--- src/hdl/gcma_pkg.sv ---
// Shared constants, types and state encoding for the greedy makespan assigner.
package gcma_pkg;

  localparam int unsigned NUM_SERVERS = 8;
  localparam int unsigned SRV_W       = 3;
  localparam int unsigned SIU_W       = 4;
  localparam int unsigned LOAD_W      = 40;
  localparam int unsigned WEIGHT_W    = 24;
  localparam int unsigned COST_W      = 24;
  localparam int unsigned FACTOR_W    = 32;
  localparam int unsigned PROD_W      = FACTOR_W + WEIGHT_W;
  localparam int unsigned SCORE_W     = PROD_W + 1;
  localparam int unsigned ID_W        = 16;
  localparam int unsigned CFG_IDX_W   = 1;
  localparam int unsigned CFG_DATA_W  = 32;

  localparam logic [LOAD_W-1:0] LOAD_MAX = {LOAD_W{1'b1}};

  // Configuration register indexes.
  localparam logic [CFG_IDX_W-1:0] CFG_SERVERS_IN_USE = 1'b0;
  localparam logic [CFG_IDX_W-1:0] CFG_COST_FACTOR    = 1'b1;

  // Reset values of the configuration registers.
  localparam logic [SIU_W-1:0]    SIU_RESET    = 4'd8;
  localparam logic [FACTOR_W-1:0] FACTOR_RESET = 32'h0001_0000;

  // Operation codes.
  localparam logic OP_PRELOAD = 1'b0;
  localparam logic OP_PLACE   = 1'b1;

  typedef enum logic [2:0] {
    ST_IDLE,
    ST_SCORE,
    ST_DRAIN,
    ST_COMMIT,
    ST_RESULT
  } state_t;

  // Sequencer to scoring unit.
  typedef struct packed {
    logic              clear;
    logic              issue;
    logic [SRV_W-1:0]  idx;
    logic [COST_W-1:0] comm;
  } score_req_t;

  // Scoring unit to sequencer.
  typedef struct packed {
    logic             busy;
    logic [SRV_W-1:0] best_idx;
  } score_stat_t;

  // Load charge request to the load file.
  typedef struct packed {
    logic                en;
    logic [SRV_W-1:0]    idx;
    logic [WEIGHT_W-1:0] weight;
  } charge_t;

endpackage

--- src/hdl/gcma_load_file.sv ---
// Per-server load registers, current makespan and the saturating charge logic.
module gcma_load_file
  import gcma_pkg::*;
(
  input  logic              clk,
  input  logic              rst_n,
  input  logic [SRV_W-1:0]  rd_idx,
  output logic [LOAD_W-1:0] rd_load,
  input  charge_t           charge,
  output logic [LOAD_W-1:0] makespan
);

  logic [LOAD_W-1:0] load_r [NUM_SERVERS];
  logic [LOAD_W-1:0] makespan_r;
  logic [LOAD_W:0]   sum;
  logic [LOAD_W-1:0] load_nxt;

  // Read port for the scoring unit.
  assign rd_load  = load_r[rd_idx];
  assign makespan = makespan_r;

  // Saturating addition of the charged weight.
  always_comb begin
    sum      = {1'b0, load_r[charge.idx]} + (LOAD_W + 1)'(charge.weight);
    load_nxt = sum[LOAD_W] ? LOAD_MAX : sum[LOAD_W-1:0];
  end

  // Load and makespan update; the makespan follows the largest load.
  always_ff @(posedge clk) begin
    if (!rst_n) begin
      for (int i = 0; i < NUM_SERVERS; i++) begin
        load_r[i] <= '0;
      end
      makespan_r <= '0;
    end else if (charge.en) begin
      load_r[charge.idx] <= load_nxt;
      if (load_nxt > makespan_r) begin
        makespan_r <= load_nxt;
      end
    end
  end

endmodule

--- src/hdl/gcma_score_unit.sv ---
// Shared three-stage scoring pipeline: slack, weighted overload product, compare.
module gcma_score_unit
  import gcma_pkg::*;
(
  input  logic                clk,
  input  logic                rst_n,
  input  score_req_t          req,
  input  logic [WEIGHT_W-1:0] weight,
  input  logic [LOAD_W-1:0]   rd_load,
  input  logic [LOAD_W-1:0]   makespan,
  input  logic [FACTOR_W-1:0] cost_factor,
  output score_stat_t         stat
);

  logic [LOAD_W-1:0]   slack;
  logic                over_pos;
  logic [WEIGHT_W-1:0] over_amt;

  logic                v1_r;
  logic [SRV_W-1:0]    idx1_r;
  logic [COST_W-1:0]   comm1_r;
  logic [LOAD_W-1:0]   slack1_r;
  logic                pos1_r;
  logic [WEIGHT_W-1:0] over1_r;

  logic                v2_r;
  logic [SRV_W-1:0]    idx2_r;
  logic [COST_W-1:0]   comm2_r;
  logic [LOAD_W-1:0]   slack2_r;
  logic [PROD_W-1:0]   prod2_r;
  logic [PROD_W-1:0]   prod_nxt;

  logic [SCORE_W-1:0]  cost;
  logic                better;
  logic                have_r;
  logic [SCORE_W-1:0]  best_cost_r;
  logic [LOAD_W-1:0]   best_slack_r;
  logic [SRV_W-1:0]    best_idx_r;

  // Stage one: slack of the server and its overload when positive.
  // Overload is positive only when slack < weight, so it fits the weight width.
  always_comb begin
    slack    = makespan - rd_load;
    over_pos = slack < LOAD_W'(weight);
    over_amt = weight - slack[WEIGHT_W-1:0];
  end

  // Stage two: makespan factor times overload.
  assign prod_nxt = pos1_r ? (PROD_W'(cost_factor) * PROD_W'(over1_r)) : '0;

  // Stage three: total cost; a smaller overload is a larger slack for equal weight.
  always_comb begin
    cost   = SCORE_W'({comm2_r, 16'b0}) + SCORE_W'(prod2_r);
    better = !have_r || (cost < best_cost_r) ||
             ((cost == best_cost_r) && (slack2_r > best_slack_r));
  end

  // Pipeline valid bits and best tracking.
  always_ff @(posedge clk) begin
    if (!rst_n) begin
      v1_r   <= 1'b0;
      v2_r   <= 1'b0;
      have_r <= 1'b0;
    end else begin
      v1_r <= req.issue;
      v2_r <= v1_r;
      if (req.clear) begin
        have_r <= 1'b0;
      end else if (v2_r && better) begin
        have_r <= 1'b1;
      end
    end
  end

  // Pipeline payload.
  always_ff @(posedge clk) begin
    idx1_r   <= req.idx;
    comm1_r  <= req.comm;
    slack1_r <= slack;
    pos1_r   <= over_pos;
    over1_r  <= over_amt;
    idx2_r   <= idx1_r;
    comm2_r  <= comm1_r;
    slack2_r <= slack1_r;
    prod2_r  <= prod_nxt;
    if (v2_r && better) begin
      best_cost_r  <= cost;
      best_slack_r <= slack2_r;
      best_idx_r   <= idx2_r;
    end
  end

  assign stat.busy     = v1_r | v2_r;
  assign stat.best_idx = best_idx_r;

endmodule

--- src/hdl/gcma_ctrl.sv ---
// Sequencer: captures a request, steps the scorer over servers when placing, commits.
module gcma_ctrl
  import gcma_pkg::*;
(
  input  logic                clk,
  input  logic                rst_n,
  input  logic                in_valid,
  output logic                in_ready,
  input  logic                in_operation,
  input  logic [ID_W-1:0]     in_item_id,
  input  logic [WEIGHT_W-1:0] in_weight,
  input  logic [SRV_W-1:0]    in_given_server,
  input  logic [COST_W-1:0]   in_costs [NUM_SERVERS],
  input  logic [SIU_W-1:0]    servers_in_use,
  output score_req_t          req,
  input  score_stat_t         stat,
  output charge_t             charge,
  output logic [WEIGHT_W-1:0] weight,
  output logic                out_valid,
  input  logic                out_ready,
  output logic [ID_W-1:0]     out_result_id,
  output logic [SRV_W-1:0]    out_chosen_server
);

  state_t              state_r;
  state_t              state_nxt;
  logic [SRV_W-1:0]    cnt_r;
  logic [SRV_W-1:0]    last_idx;
  logic                op_r;
  logic [ID_W-1:0]     id_r;
  logic [WEIGHT_W-1:0] weight_r;
  logic [SRV_W-1:0]    given_r;
  logic [COST_W-1:0]   cost_r [NUM_SERVERS];
  logic [SRV_W-1:0]    chosen_r;
  logic [SRV_W-1:0]    target;
  logic                accept;

  assign accept = in_valid && in_ready;
  assign target = (op_r == OP_PLACE) ? stat.best_idx : given_r;

  // Last server scored: zero counts as one, too many clamps to the server count.
  always_comb begin
    if (servers_in_use == '0) begin
      last_idx = '0;
    end else if (servers_in_use >= SIU_W'(NUM_SERVERS)) begin
      last_idx = SRV_W'(NUM_SERVERS - 1);
    end else begin
      last_idx = SRV_W'(servers_in_use - 1'b1);
    end
  end

  // Next state.
  always_comb begin
    state_nxt = state_r;
    case (state_r)
      ST_IDLE: begin
        if (accept) begin
          state_nxt = (in_operation == OP_PLACE) ? ST_SCORE : ST_COMMIT;
        end
      end
      ST_SCORE: begin
        if (cnt_r == last_idx) begin
          state_nxt = ST_DRAIN;
        end
      end
      ST_DRAIN: begin
        if (!stat.busy) begin
          state_nxt = ST_COMMIT;
        end
      end
      ST_COMMIT: state_nxt = ST_RESULT;
      ST_RESULT: begin
        if (out_ready) begin
          state_nxt = ST_IDLE;
        end
      end
      default: state_nxt = ST_IDLE;
    endcase
  end

  // Outputs of the sequencer.
  always_comb begin
    in_ready      = 1'b0;
    out_valid     = 1'b0;
    req.clear     = 1'b0;
    req.issue     = 1'b0;
    req.idx       = cnt_r;
    req.comm      = cost_r[cnt_r];
    charge.en     = 1'b0;
    charge.idx    = target;
    charge.weight = weight_r;
    case (state_r)
      ST_IDLE: begin
        in_ready  = 1'b1;
        req.clear = 1'b1;
      end
      ST_SCORE:  req.issue = 1'b1;
      ST_DRAIN:  ;
      ST_COMMIT: charge.en = 1'b1;
      ST_RESULT: out_valid = 1'b1;
      default:   ;
    endcase
  end

  // State and server counter.
  always_ff @(posedge clk) begin
    if (!rst_n) begin
      state_r <= ST_IDLE;
      cnt_r   <= '0;
    end else begin
      state_r <= state_nxt;
      if (accept) begin
        cnt_r <= '0;
      end else if (state_r == ST_SCORE) begin
        cnt_r <= cnt_r + 1'b1;
      end
    end
  end

  // Request capture and chosen server.
  always_ff @(posedge clk) begin
    if (accept) begin
      op_r     <= in_operation;
      id_r     <= in_item_id;
      weight_r <= in_weight;
      given_r  <= in_given_server;
      for (int i = 0; i < NUM_SERVERS; i++) begin
        cost_r[i] <= in_costs[i];
      end
    end
    if (state_r == ST_COMMIT) begin
      chosen_r <= target;
    end
  end

  assign weight            = weight_r;
  assign out_result_id     = id_r;
  assign out_chosen_server = chosen_r;

endmodule

--- src/hdl/greedy_cost_makespan_assigner_top.sv ---
// Top level of the greedy minimum-cost makespan assigner.
// A preload request adds its weight to the named server; a place request is scored on
// servers 0 to n-1 (n from servers_in_use, zero read as one, clamped to eight) and goes to
// the server with the lowest communication cost plus cost_factor times positive overload.
// One request is handled at a time. A preload goes from acceptance straight to the commit
// of its load and then to the result; a place request first issues one server per cycle
// into a shared three-stage scoring pipeline (slack, 32x24 multiply, compare), waits for
// the pipeline to drain and then commits the load. The block is ready
// again in the cycle after the result is taken. Loads and the reported makespan saturate
// at 2^40-1. Configuration must be written only while idle; the block itself does not enforce it.
module greedy_cost_makespan_assigner_top
  import gcma_pkg::*;
(
  input  logic                  clk,
  input  logic                  rst_n,
  input  logic                  cfg_valid,
  output logic                  cfg_ready,
  input  logic [CFG_IDX_W-1:0]  cfg_index,
  input  logic [CFG_DATA_W-1:0] cfg_data,
  input  logic                  in_valid,
  output logic                  in_ready,
  input  logic                  in_operation,
  input  logic [ID_W-1:0]       in_item_id,
  input  logic [WEIGHT_W-1:0]   in_weight,
  input  logic [SRV_W-1:0]      in_given_server,
  input  logic [COST_W-1:0]     in_cost_s0,
  input  logic [COST_W-1:0]     in_cost_s1,
  input  logic [COST_W-1:0]     in_cost_s2,
  input  logic [COST_W-1:0]     in_cost_s3,
  input  logic [COST_W-1:0]     in_cost_s4,
  input  logic [COST_W-1:0]     in_cost_s5,
  input  logic [COST_W-1:0]     in_cost_s6,
  input  logic [COST_W-1:0]     in_cost_s7,
  output logic                  out_valid,
  input  logic                  out_ready,
  output logic [ID_W-1:0]       out_result_id,
  output logic [SRV_W-1:0]      out_chosen_server,
  output logic [LOAD_W-1:0]     out_makespan
);

  logic [SIU_W-1:0]    servers_in_use_r;
  logic [FACTOR_W-1:0] cost_factor_r;
  logic [COST_W-1:0]   costs [NUM_SERVERS];
  score_req_t          req;
  score_stat_t         stat;
  charge_t             charge;
  logic [WEIGHT_W-1:0] weight;
  logic [LOAD_W-1:0]   rd_load;
  logic [LOAD_W-1:0]   makespan;

  // Configuration registers; writes are always taken.
  assign cfg_ready = 1'b1;

  always_ff @(posedge clk) begin
    if (!rst_n) begin
      servers_in_use_r <= SIU_RESET;
      cost_factor_r    <= FACTOR_RESET;
    end else if (cfg_valid) begin
      case (cfg_index)
        CFG_SERVERS_IN_USE: servers_in_use_r <= cfg_data[SIU_W-1:0];
        CFG_COST_FACTOR:    cost_factor_r    <= cfg_data[FACTOR_W-1:0];
        default:            ;
      endcase
    end
  end

  // Gather the per-server cost fields.
  always_comb begin
    costs[0] = in_cost_s0;
    costs[1] = in_cost_s1;
    costs[2] = in_cost_s2;
    costs[3] = in_cost_s3;
    costs[4] = in_cost_s4;
    costs[5] = in_cost_s5;
    costs[6] = in_cost_s6;
    costs[7] = in_cost_s7;
  end

  gcma_ctrl u_ctrl (
    .clk               (clk),
    .rst_n             (rst_n),
    .in_valid          (in_valid),
    .in_ready          (in_ready),
    .in_operation      (in_operation),
    .in_item_id        (in_item_id),
    .in_weight         (in_weight),
    .in_given_server   (in_given_server),
    .in_costs          (costs),
    .servers_in_use    (servers_in_use_r),
    .req               (req),
    .stat              (stat),
    .charge            (charge),
    .weight            (weight),
    .out_valid         (out_valid),
    .out_ready         (out_ready),
    .out_result_id     (out_result_id),
    .out_chosen_server (out_chosen_server)
  );

  gcma_score_unit u_score (
    .clk         (clk),
    .rst_n       (rst_n),
    .req         (req),
    .weight      (weight),
    .rd_load     (rd_load),
    .makespan    (makespan),
    .cost_factor (cost_factor_r),
    .stat        (stat)
  );

  gcma_load_file u_loads (
    .clk      (clk),
    .rst_n    (rst_n),
    .rd_idx   (req.idx),
    .rd_load  (rd_load),
    .charge   (charge),
    .makespan (makespan)
  );

  // The makespan register holds steady while the result waits.
  assign out_makespan = makespan;

endmodule

--- config.mk ---
export PLATFORM = sky130hd
export DESIGN_NAME = greedy_cost_makespan_assigner_top
export DESIGN_NICKNAME = d
export VERILOG_FILES = /design/src/hdl/gcma_pkg.sv /design/src/hdl/gcma_load_file.sv /design/src/hdl/gcma_score_unit.sv /design/src/hdl/gcma_ctrl.sv /design/src/hdl/greedy_cost_makespan_assigner_top.sv
export SDC_FILE = /design/constraint.sdc
export NUM_CORES = 2
export LEC_CHECK = 0
export BUFFER_PORTS_ARGS = -buffer_cell sky130_fd_sc_hd__buf_2
export CORE_UTILIZATION = 40
export CTS_BUF_LIST = sky130_fd_sc_hd__clkbuf_4 sky130_fd_sc_hd__clkbuf_8 sky130_fd_sc_hd__clkbuf_16
export DETAILED_ROUTE_END_ITERATION = 6
export PLACE_DENSITY = 0.59
export SLEW_MARGIN = 20
export SYNTH_ARGS = -nofsm -noshare
export SYNTH_HDL_FRONTEND = slang
export SYNTH_SLANG_ARGS = --single-unit
export TNS_END_PERCENT = 30
--- constraint.sdc ---
create_clock -name clk -period 21.5 [get_ports clk]
set_input_delay 4.3 -clock clk [delete_from_list [all_inputs] [get_ports clk]]
set_output_delay 4.3 -clock clk [all_outputs]
set_load 0.1 [all_outputs]
======== After elaboration in Yosys (flattened, before gate mapping) ========
Memories as Yosys holds them, arrays and structs flattened. A register that Yosys moved wholly into a read port is not among the register bits.
Cells that the tools add are included.
storage, ports and cells
  register bits after elaboration ......... 423
  memory bits (writable) .................. 512
  output and inout bits ................... 62
  logic and storage cells ................. 91
  memories ................................ 2
memory list
  name            words  bits a word  read ports  clocked after memory_dff  write ports  line                  RTL
  u_loads.load_r  8      40           2           1                         8            gcma_load_file.sv:13  logic [LOAD_W-1:0] load_r [NUM_SERVERS];
  u_ctrl.cost_r   8      24           1           1                         8            gcma_ctrl.sv:33       logic [COST_W-1:0] cost_r [NUM_SERVERS];
cells by class
  add/sub/neg operators ................... 6
  multiply operators ...................... 1
  $lt $le $gt $ge ......................... 5
  eq/ne operators ......................... 10
  muxes and demuxes ....................... 25
  bitwise gates (word level) .............. 3
  reduce and logical (&&, ||, !) cells .... 15
operators by type and width
  cell                                                      count
  greater-than comparator 40 bit                            2
  two-way mux 40 bit                                        2
  adder 40 x 56 -> 57 bit                                   1
  == test 57 bit                                            1
  less-than comparator 57 bit                               1
  multiplier 32 x 24 -> 56 bit                              1
  adder 40 x 24 -> 41 bit                                   1
  less-than comparator 40 x 24 -> 1 bit                     1
  OR reduction 40 bit                                       1
  subtractor 40 bit                                         1
  two-way mux 3 bit                                         10
  subtractor 24 bit                                         1
  case mux 3 bit (5 select lines)                           1
  two-way mux 1 bit                                         11
  == test 3 x 2 -> 1 bit, second input constant             2
  AND reduction 2 bit                                       3
  greater-or-equal comparator 4 bit, second input constant  1
  logical NOT 4 bit                                         1
  != test 2 x 1 -> 1 bit, second input constant             2
  != test 2 bit, second input constant                      2
  AND reduction 4 bit                                       1
  OR reduction 2 bit                                        2
  adder 3 x 1 -> 3 bit, second input constant               1
  == test 3 x 1 -> 1 bit, second input constant             1
  10 further kinds                                          14

======== Logic depth before layout (Yosys ltp) ========
  word-level depth ........................ 7
  gate-level depth with buffers ........... 40
  depth with buffers taken out ............ 30

======== Hierarchy ========
A second synthesis with hierarchy kept.
unflattened totals
  cell total of the unflattened synthesis .. 6,578
  area, all modules ....................... 71,063.2 µm²
by module, submodules not included
  module                             instances  cells an instance  area an instance (µm²)  seq. area each (µm²)
  gcma_score_unit                    1          4,320              40,313.7                7,367.1
  gcma_load_file                     1          1,679              19,916.6                10,410.0
  gcma_ctrl                          1          416                9,417.8                 7,357.1
  greedy_cost_makespan_assigner_top  1          163                1,415.1                 720.7

======== Worst setup path before layout ========
OpenSTA, ideal clock, no wires.
  path kind ............................... register to register
  start point ............................. register u_score.prod2_r[16]
  end point ............................... register u_score.best_cost_r[0], enable pin
  library setup time ...................... 705 ps
  data arrival time ....................... 11,391 ps
  required time ........................... 20,795 ps
  setup slack ............................. 9,404 ps
  stages on the path, launching flop included .. 20
  buffers on the path ..................... 0
  clock period less this slack ............ 12,096 ps
  path through ............................ dfxtp_1 ha_1 fa_1 a21o_1 a21oi_1 nand2b_1 a211oi_1 o21ai_0 a31oi_1 a21oi_1 o21ai_0 a21oi_1 nor3_1 xor2_1 ha_1 nand4_1 or2_2 nor4b_1 nand3_1 o31ai_1
between the ends
  cells in the longest elaborated chain, start to end .. 5
RTL lines
  item                                                           line                                          RTL
  from (decl)                                                    gcma_score_unit.sv:30                         logic [PROD_W-1:0] prod2_r;
  from (signal assigned)                                         gcma_score_unit.sv:85                         prod2_r <= prod_nxt;
  adder 40 x 56 -> 57 bit *                                      gcma_score_unit.sv:53                         cost = SCORE_W'({comm2_r, 16'b0}) + SCORE_W'(prod2_r);
  net u_score.cost[52]                                           gcma_score_unit.sv:33                         logic [SCORE_W-1:0] cost;
  less-than comparator 57 bit or == test 57 bit (tied branches)  gcma_score_unit.sv:54, gcma_score_unit.sv:55
  logical OR 1 bit or logical AND 1 bit (tied branches)          gcma_score_unit.sv:54, gcma_score_unit.sv:55
  logical OR 1 bit *                                             gcma_score_unit.sv:54                         better = !have_r || (cost < best_cost_r) ||
  logical AND 1 bit *                                            gcma_score_unit.sv:86                         if (v2_r && better) begin
  to (signal assigned)                                           gcma_score_unit.sv:87                         best_cost_r <= cost;
  to (decl)                                                      gcma_score_unit.sv:36                         logic [SCORE_W-1:0] best_cost_r;
The timed path passes the listed nets; every way through them passes the cells marked *.
A chain may end at the register's enable or synchronous reset.

======== Worst setup path after layout ========
  start point ............................. register u_ctrl.op_r
  end point ............................... register u_loads.makespan_r[0], in the netlist u_loads.makespan[0]
between the ends
  cells in the longest elaborated chain, start to end .. 6
RTL lines
  item                                  line                  RTL
  from (decl)                           gcma_ctrl.sv:29       logic op_r;
  from (signal assigned)                gcma_ctrl.sv:123      op_r <= in_operation;
  two-way mux 3 bit                     gcma_ctrl.sv:39       assign target = (op_r == OP_PLACE) ? stat.best_idx : given_r;
  memory (8 x 40 bit)                   n/a
  adder 40 x 24 -> 41 bit               gcma_load_file.sv:24  sum = {1'b0, load_r[charge.idx]} + (LOAD_W + 1)'(charge.weight);
  two-way mux 40 bit                    gcma_load_file.sv:25  load_nxt = sum[LOAD_W] ? LOAD_MAX : sum[LOAD_W-1:0];
  net u_loads.load_nxt[1]               gcma_load_file.sv:16  logic [LOAD_W-1:0] load_nxt;
  greater-than comparator 40 bit        gcma_load_file.sv:37  if (load_nxt > makespan_r) begin
  AND reduction 2 bit (no source line)  n/a
  to (signal assigned)                  gcma_load_file.sv:38  makespan_r <= load_nxt;
  to (decl)                             gcma_load_file.sv:14  logic [LOAD_W-1:0] makespan_r;
The timed path passes the listed nets, and every way through them passes these cells.

==> flow_summary.json <==
{
  "drt_iter0_markers": 4229,
  "dieArea_um2": 177000,
  "place_area_um2": 74400,
  "grt_pass1_vias": 51400,
  "fp-row-count": 153,
  "grt_pass1_wl_um": 319000,
  "cts.sinks": 962,
  "io_pins": 336,
  "area_growth_pct": 11.4,
  "start_util_pct": 40.3,
  "drt-vias-per-instance": 5.40,
  "cts-hold-fix-buffers": 0,
  "power_density_nw_per_um2": 146,
  "pwr-share-comb_pct": 60.9,
  "power_frac_seq_pct": 22.0,
  "final-hold-violation-count": 0,
  "cts_setup_buffers": 0,
  "cts_buffers": 106,
  "dr.pass1.iters": 5,
  "clkPwrFrac_pct": 17.1,
  "rsz0062_at_grt": "false",
  "status": "completed",
  "final_cell_area_um2": 78200,
  "drive_gt1_share_pct": 12.7,
  "period_minus_slack_ns": 10.58,
  "die_h_um": 421,
  "hold_depth": 0,
  "final.period_utilization_pct": 49.2,
  "hp-start": "u_score.comm1_r[1]$_DFF_P_",
  "synth_cell_type_count": 89,
  "cp_num_buf_inv": 4,
  "syn_area_um2": 70200,
  "cp.required_ns": 22.10,
  "path_max_fanout": 50,
  "tightest_slew_ns": 1.17,
  "worstReg2RegEnd": "u_loads.makespan[0]$_SDFFE_PN0P_",
  "max_stage_delay_ns": 0.94,
  "ys_async_sr_fraction_pct": 0,
  "drc": 0,
  "post_cts_resized": 0,
  "total_power_uw": 11400,
  "ys.flop_type": "edfxtp_1",
  "startpoint": "u_ctrl.op_r$_DFFE_PP_",
  "synth_edf_count": 659,
  "maxSlewHeadroom_pct": 19.9,
  "cts_tree": "yes",
  "end_kind": "register",
  "wl_um": 211000,
  "synth_fp_nets": 7941,
  "dp_slack_ns": 11.07,
  "htreeDepth": 3,
  "fmax_mhz": 94.5,
  "cap_viol_max_count": 0,
  "cp_top_family": "simple AND/OR/NAND/NOR gates",
  "r2r_slack_ns": 10.92,
  "p_switching_uw": 5600,
  "arrival_ns": 11.18,
  "final_cells": 9189,
  "ctsLongestPathBuffers": 3,
  "fin_nets": 8155,
  "die_w_um": 421,
  "grt_max_degree": 180,
  "worst_setup_path_start_kind": "register",
  "clkLatencyLatePin_ns": 0.77,
  "drv_slew": 0,
  "r2r-start": "u_ctrl.op_r$_DFFE_PP_",
  "place_congestion": 0.937,
  "overflow": 0,
  "hpwlAfterDp_um": 153000,
  "postSynthCellCount": 6550,
  "synth_area_per_cell_um2": 10.7,
  "dp.cells": 8981,
  "track_usage_pct": 23.7,
  "core_area_um2": 174000,
  "hold_path.class": "register to register",
  "ys_seq_area_share_pct": 36.8,
  "skew_ns": 0.0728,
  "placement.io_buffers": 334,
  "fin_ws_ns": 10.92,
  "criticalPathCategory": "register to register",
  "p_int_uw": 5830,
  "setup_tns_ns": 0,
  "worstHoldEndpoint": "u_score.comm2_r[1]$_DFF_P_",
  "sw_frac_of_total_pct": 49.0,
  "ys_warn_count": 0,
  "cp_slowest_cell": "edfxtp_1",
  "cts_root_buf": "clkbuf_16",
  "ant_nets": 0,
  "peakVddDrop_mv": 0.274,
  "antenna_found_initial": 25,
  "clk_pin_slew_worst_paths_ns": 0.07,
  "ys_ff_latch": 962,
  "p_leak_uw": 0.0344,
  "rr_worst_depth": 31,
  "setup-violations-final": 0,
  "via_count": 49700,
  "post_drt_wl_per_cell_um": 22.9
}
-- kinds of logic (layout without fill, tap and decap cells) --
family	after synthesis	in the layout	share of synthesized area (%)
XOR/XNOR	176	176	2.21
multiplexers	215	215	5.48
AND/OR/NAND/NOR	1892	1892	13.3
flip-flops	962	962	36.8
buffers and inverters	1282	1587	6.97
AO/OA/AOI/OAI	905	905	8.21
adder cells (fa/ha/maj)	1117	1117	27.0
other	1	10	0.00534
-- cell type report --
cell class / count / area (µm²)
Fill cell: 16200 / 95800
Multi-Input combinational cell: 4306 / 39700
Sequential cell: 962 / 25900
Inverter: 975 / 3660
Clock buffer: 136 / 3000
Tap cell: 2325 / 2910
Timing Repair Buffer: 413 / 2280
Clock inverter: 63 / 764
Antenna cell: 9 / 22.5
-- per-layer routing --
metal	wire length, µm	vias up	part of all wire (%)	GRT usage (%)
li1	-	22200	-	-
met1	87600	25000	42	31.7
met2	98300	2067	47	38.4
met3	16800	410	8.0	4.27
met4	7860	10	3.7	8.89
met5	46	-	0.022	0
-- sequential cells by signal, indices dropped and copies added, names as in the netlist, 3 cells and up, named ones only --
name                      count
u_ctrl.given_r                3
u_score.best_cost_r          57
u_ctrl.state_r                3
u_score.slack1_r             40
u_loads.makespan             40
u_score.over1_r              24
u_score.comm1_r              24
u_score.comm2_r              24
u_ctrl.out_result_id         16
u_score.idx1_r                3
u_score.slack2_r             40
u_loads.load_r              320
u_score.best_idx_r            3
u_ctrl.out_chosen_server      3
cost_factor_r                32
u_ctrl.cost_r               192
u_ctrl.cnt_r                  3
u_score.best_slack_r         40
servers_in_use_r              4
u_score.prod2_r              56
u_score.idx2_r                3
u_ctrl.weight                24
-- cell usage in the layout (no fill, tap or decap), types with 19 or more instances in the layout --
cell       Yosys  routed
xor2_1        64      64
nor2_4        29      30
dfxtp_1      303     282
a21oi_1      259     259
o22ai_1       74      74
mux4_2       132     132
clkbuf_16      0     111
and2_1       472     470
nor2b_1       45      45
fa_1         662     662
mux2i_1       56      54
nand2_1      614     606
o21a_1        34      34
xnor2_1      111     111
edfxtp_1     659     659
o21bai_1      26      26
a21boi_0      35      35
nor3_1        33      33
nand3_1       66      58
a31oi_1       32      32
inv_1        972     972
buf_2         10     333
mux2_2        26      26
a211oi_1      21      21
nor2_1       431     430
nand4_1       54      54
and3_1        23      22
buf_4          5      79
o221ai_1      21      21
a21o_1       128     128
ha_1         455     455
o21ai_0      162     161
nand2b_1      40      40
clkbuf_4       0      19
-- per-stage QoR --
step,hold slack (ns),utilization (%)
2_1_floorplan,0.310,-
3_3_place_gp,0.310,42.8
3_5_place_dp,0.312,42.8
4_1_cts,0.318,44.9
5_1_grt,0.316,44.9
6_report,0.300,44.9
-- Yosys cell counts (26+ instances only) --
cell type | instances | area share [%]
a21o_1 | 128 | 1.4
o21ai_0 | 162 | 1.2
xnor2_1 | 111 | 1.4
mux4_2 | 132 | 4.2
xor2_1 | 64 | 0.80
fa_1 | 662 | 19
nor2_1 | 431 | 2.3
mux2i_1 | 56 | 0.80
nand3_1 | 66 | 0.47
clkbuf_1 | 269 | 1.4
nor2b_1 | 45 | 0.40
nand2_1 | 614 | 3.3
nand2b_1 | 40 | 0.36
dfxtp_1 | 303 | 8.6
and2_1 | 472 | 4.2
o22ai_1 | 74 | 0.66
edfxtp_1 | 659 | 28
nor3_1 | 33 | 0.24
a31oi_1 | 32 | 0.29
inv_1 | 972 | 5.2
nand4_1 | 54 | 0.48
mux2_2 | 26 | 0.42
o21a_1 | 34 | 0.36
o21bai_1 | 26 | 0.28
a21oi_1 | 259 | 1.8
a21boi_0 | 35 | 0.37
nor2_4 | 29 | 0.47
ha_1 | 455 | 8.1
-- worst reg2reg max path: cells and delay by family (launching register included) --
kind / cells / cell delay, ns
AOI/OAI and AO/OA: 13 / 3.18
muxes: 1 / 0.92
adders and majority gates: 2 / 0.64
buffers and inverters: 4 / 1.30
and+or+nand+nor: 11 / 3.49
DFF: 1 / 0.94
-- power groups by stage --
| stage | registers, µW | logic, µW | clock network, µW |
|---|---|---|---|
| finish | 2510 | 6960 | 1950 |
| global route | 2540 | 7700 | 2050 |
| CTS | 2510 | 6910 | 1990 |
| detailed placement | 2550 | 6820 | 0 |
| global placement | 2540 | 6830 | 0 |
| floorplan | 2430 | 4580 | 0 |
-- worst max-delay path by stage --
stage,depth (start not counted),slack [ns],to
finish,31,10.92,u_loads.makespan[0]$_SDFFE_PN0P_
global route,30,10.29,u_loads.makespan[14]$_SDFFE_PN0P_
CTS,30,11.08,u_loads.makespan[0]$_SDFFE_PN0P_
detailed placement,30,11.07,u_loads.makespan[5]$_SDFFE_PN0P_
global placement,30,11.25,u_loads.makespan[12]$_SDFFE_PN0P_
floorplan,19,9.40,u_score.best_cost_r[0]$_DFFE_PP_
No activity file was read; power rests on OpenSTA's default activity.
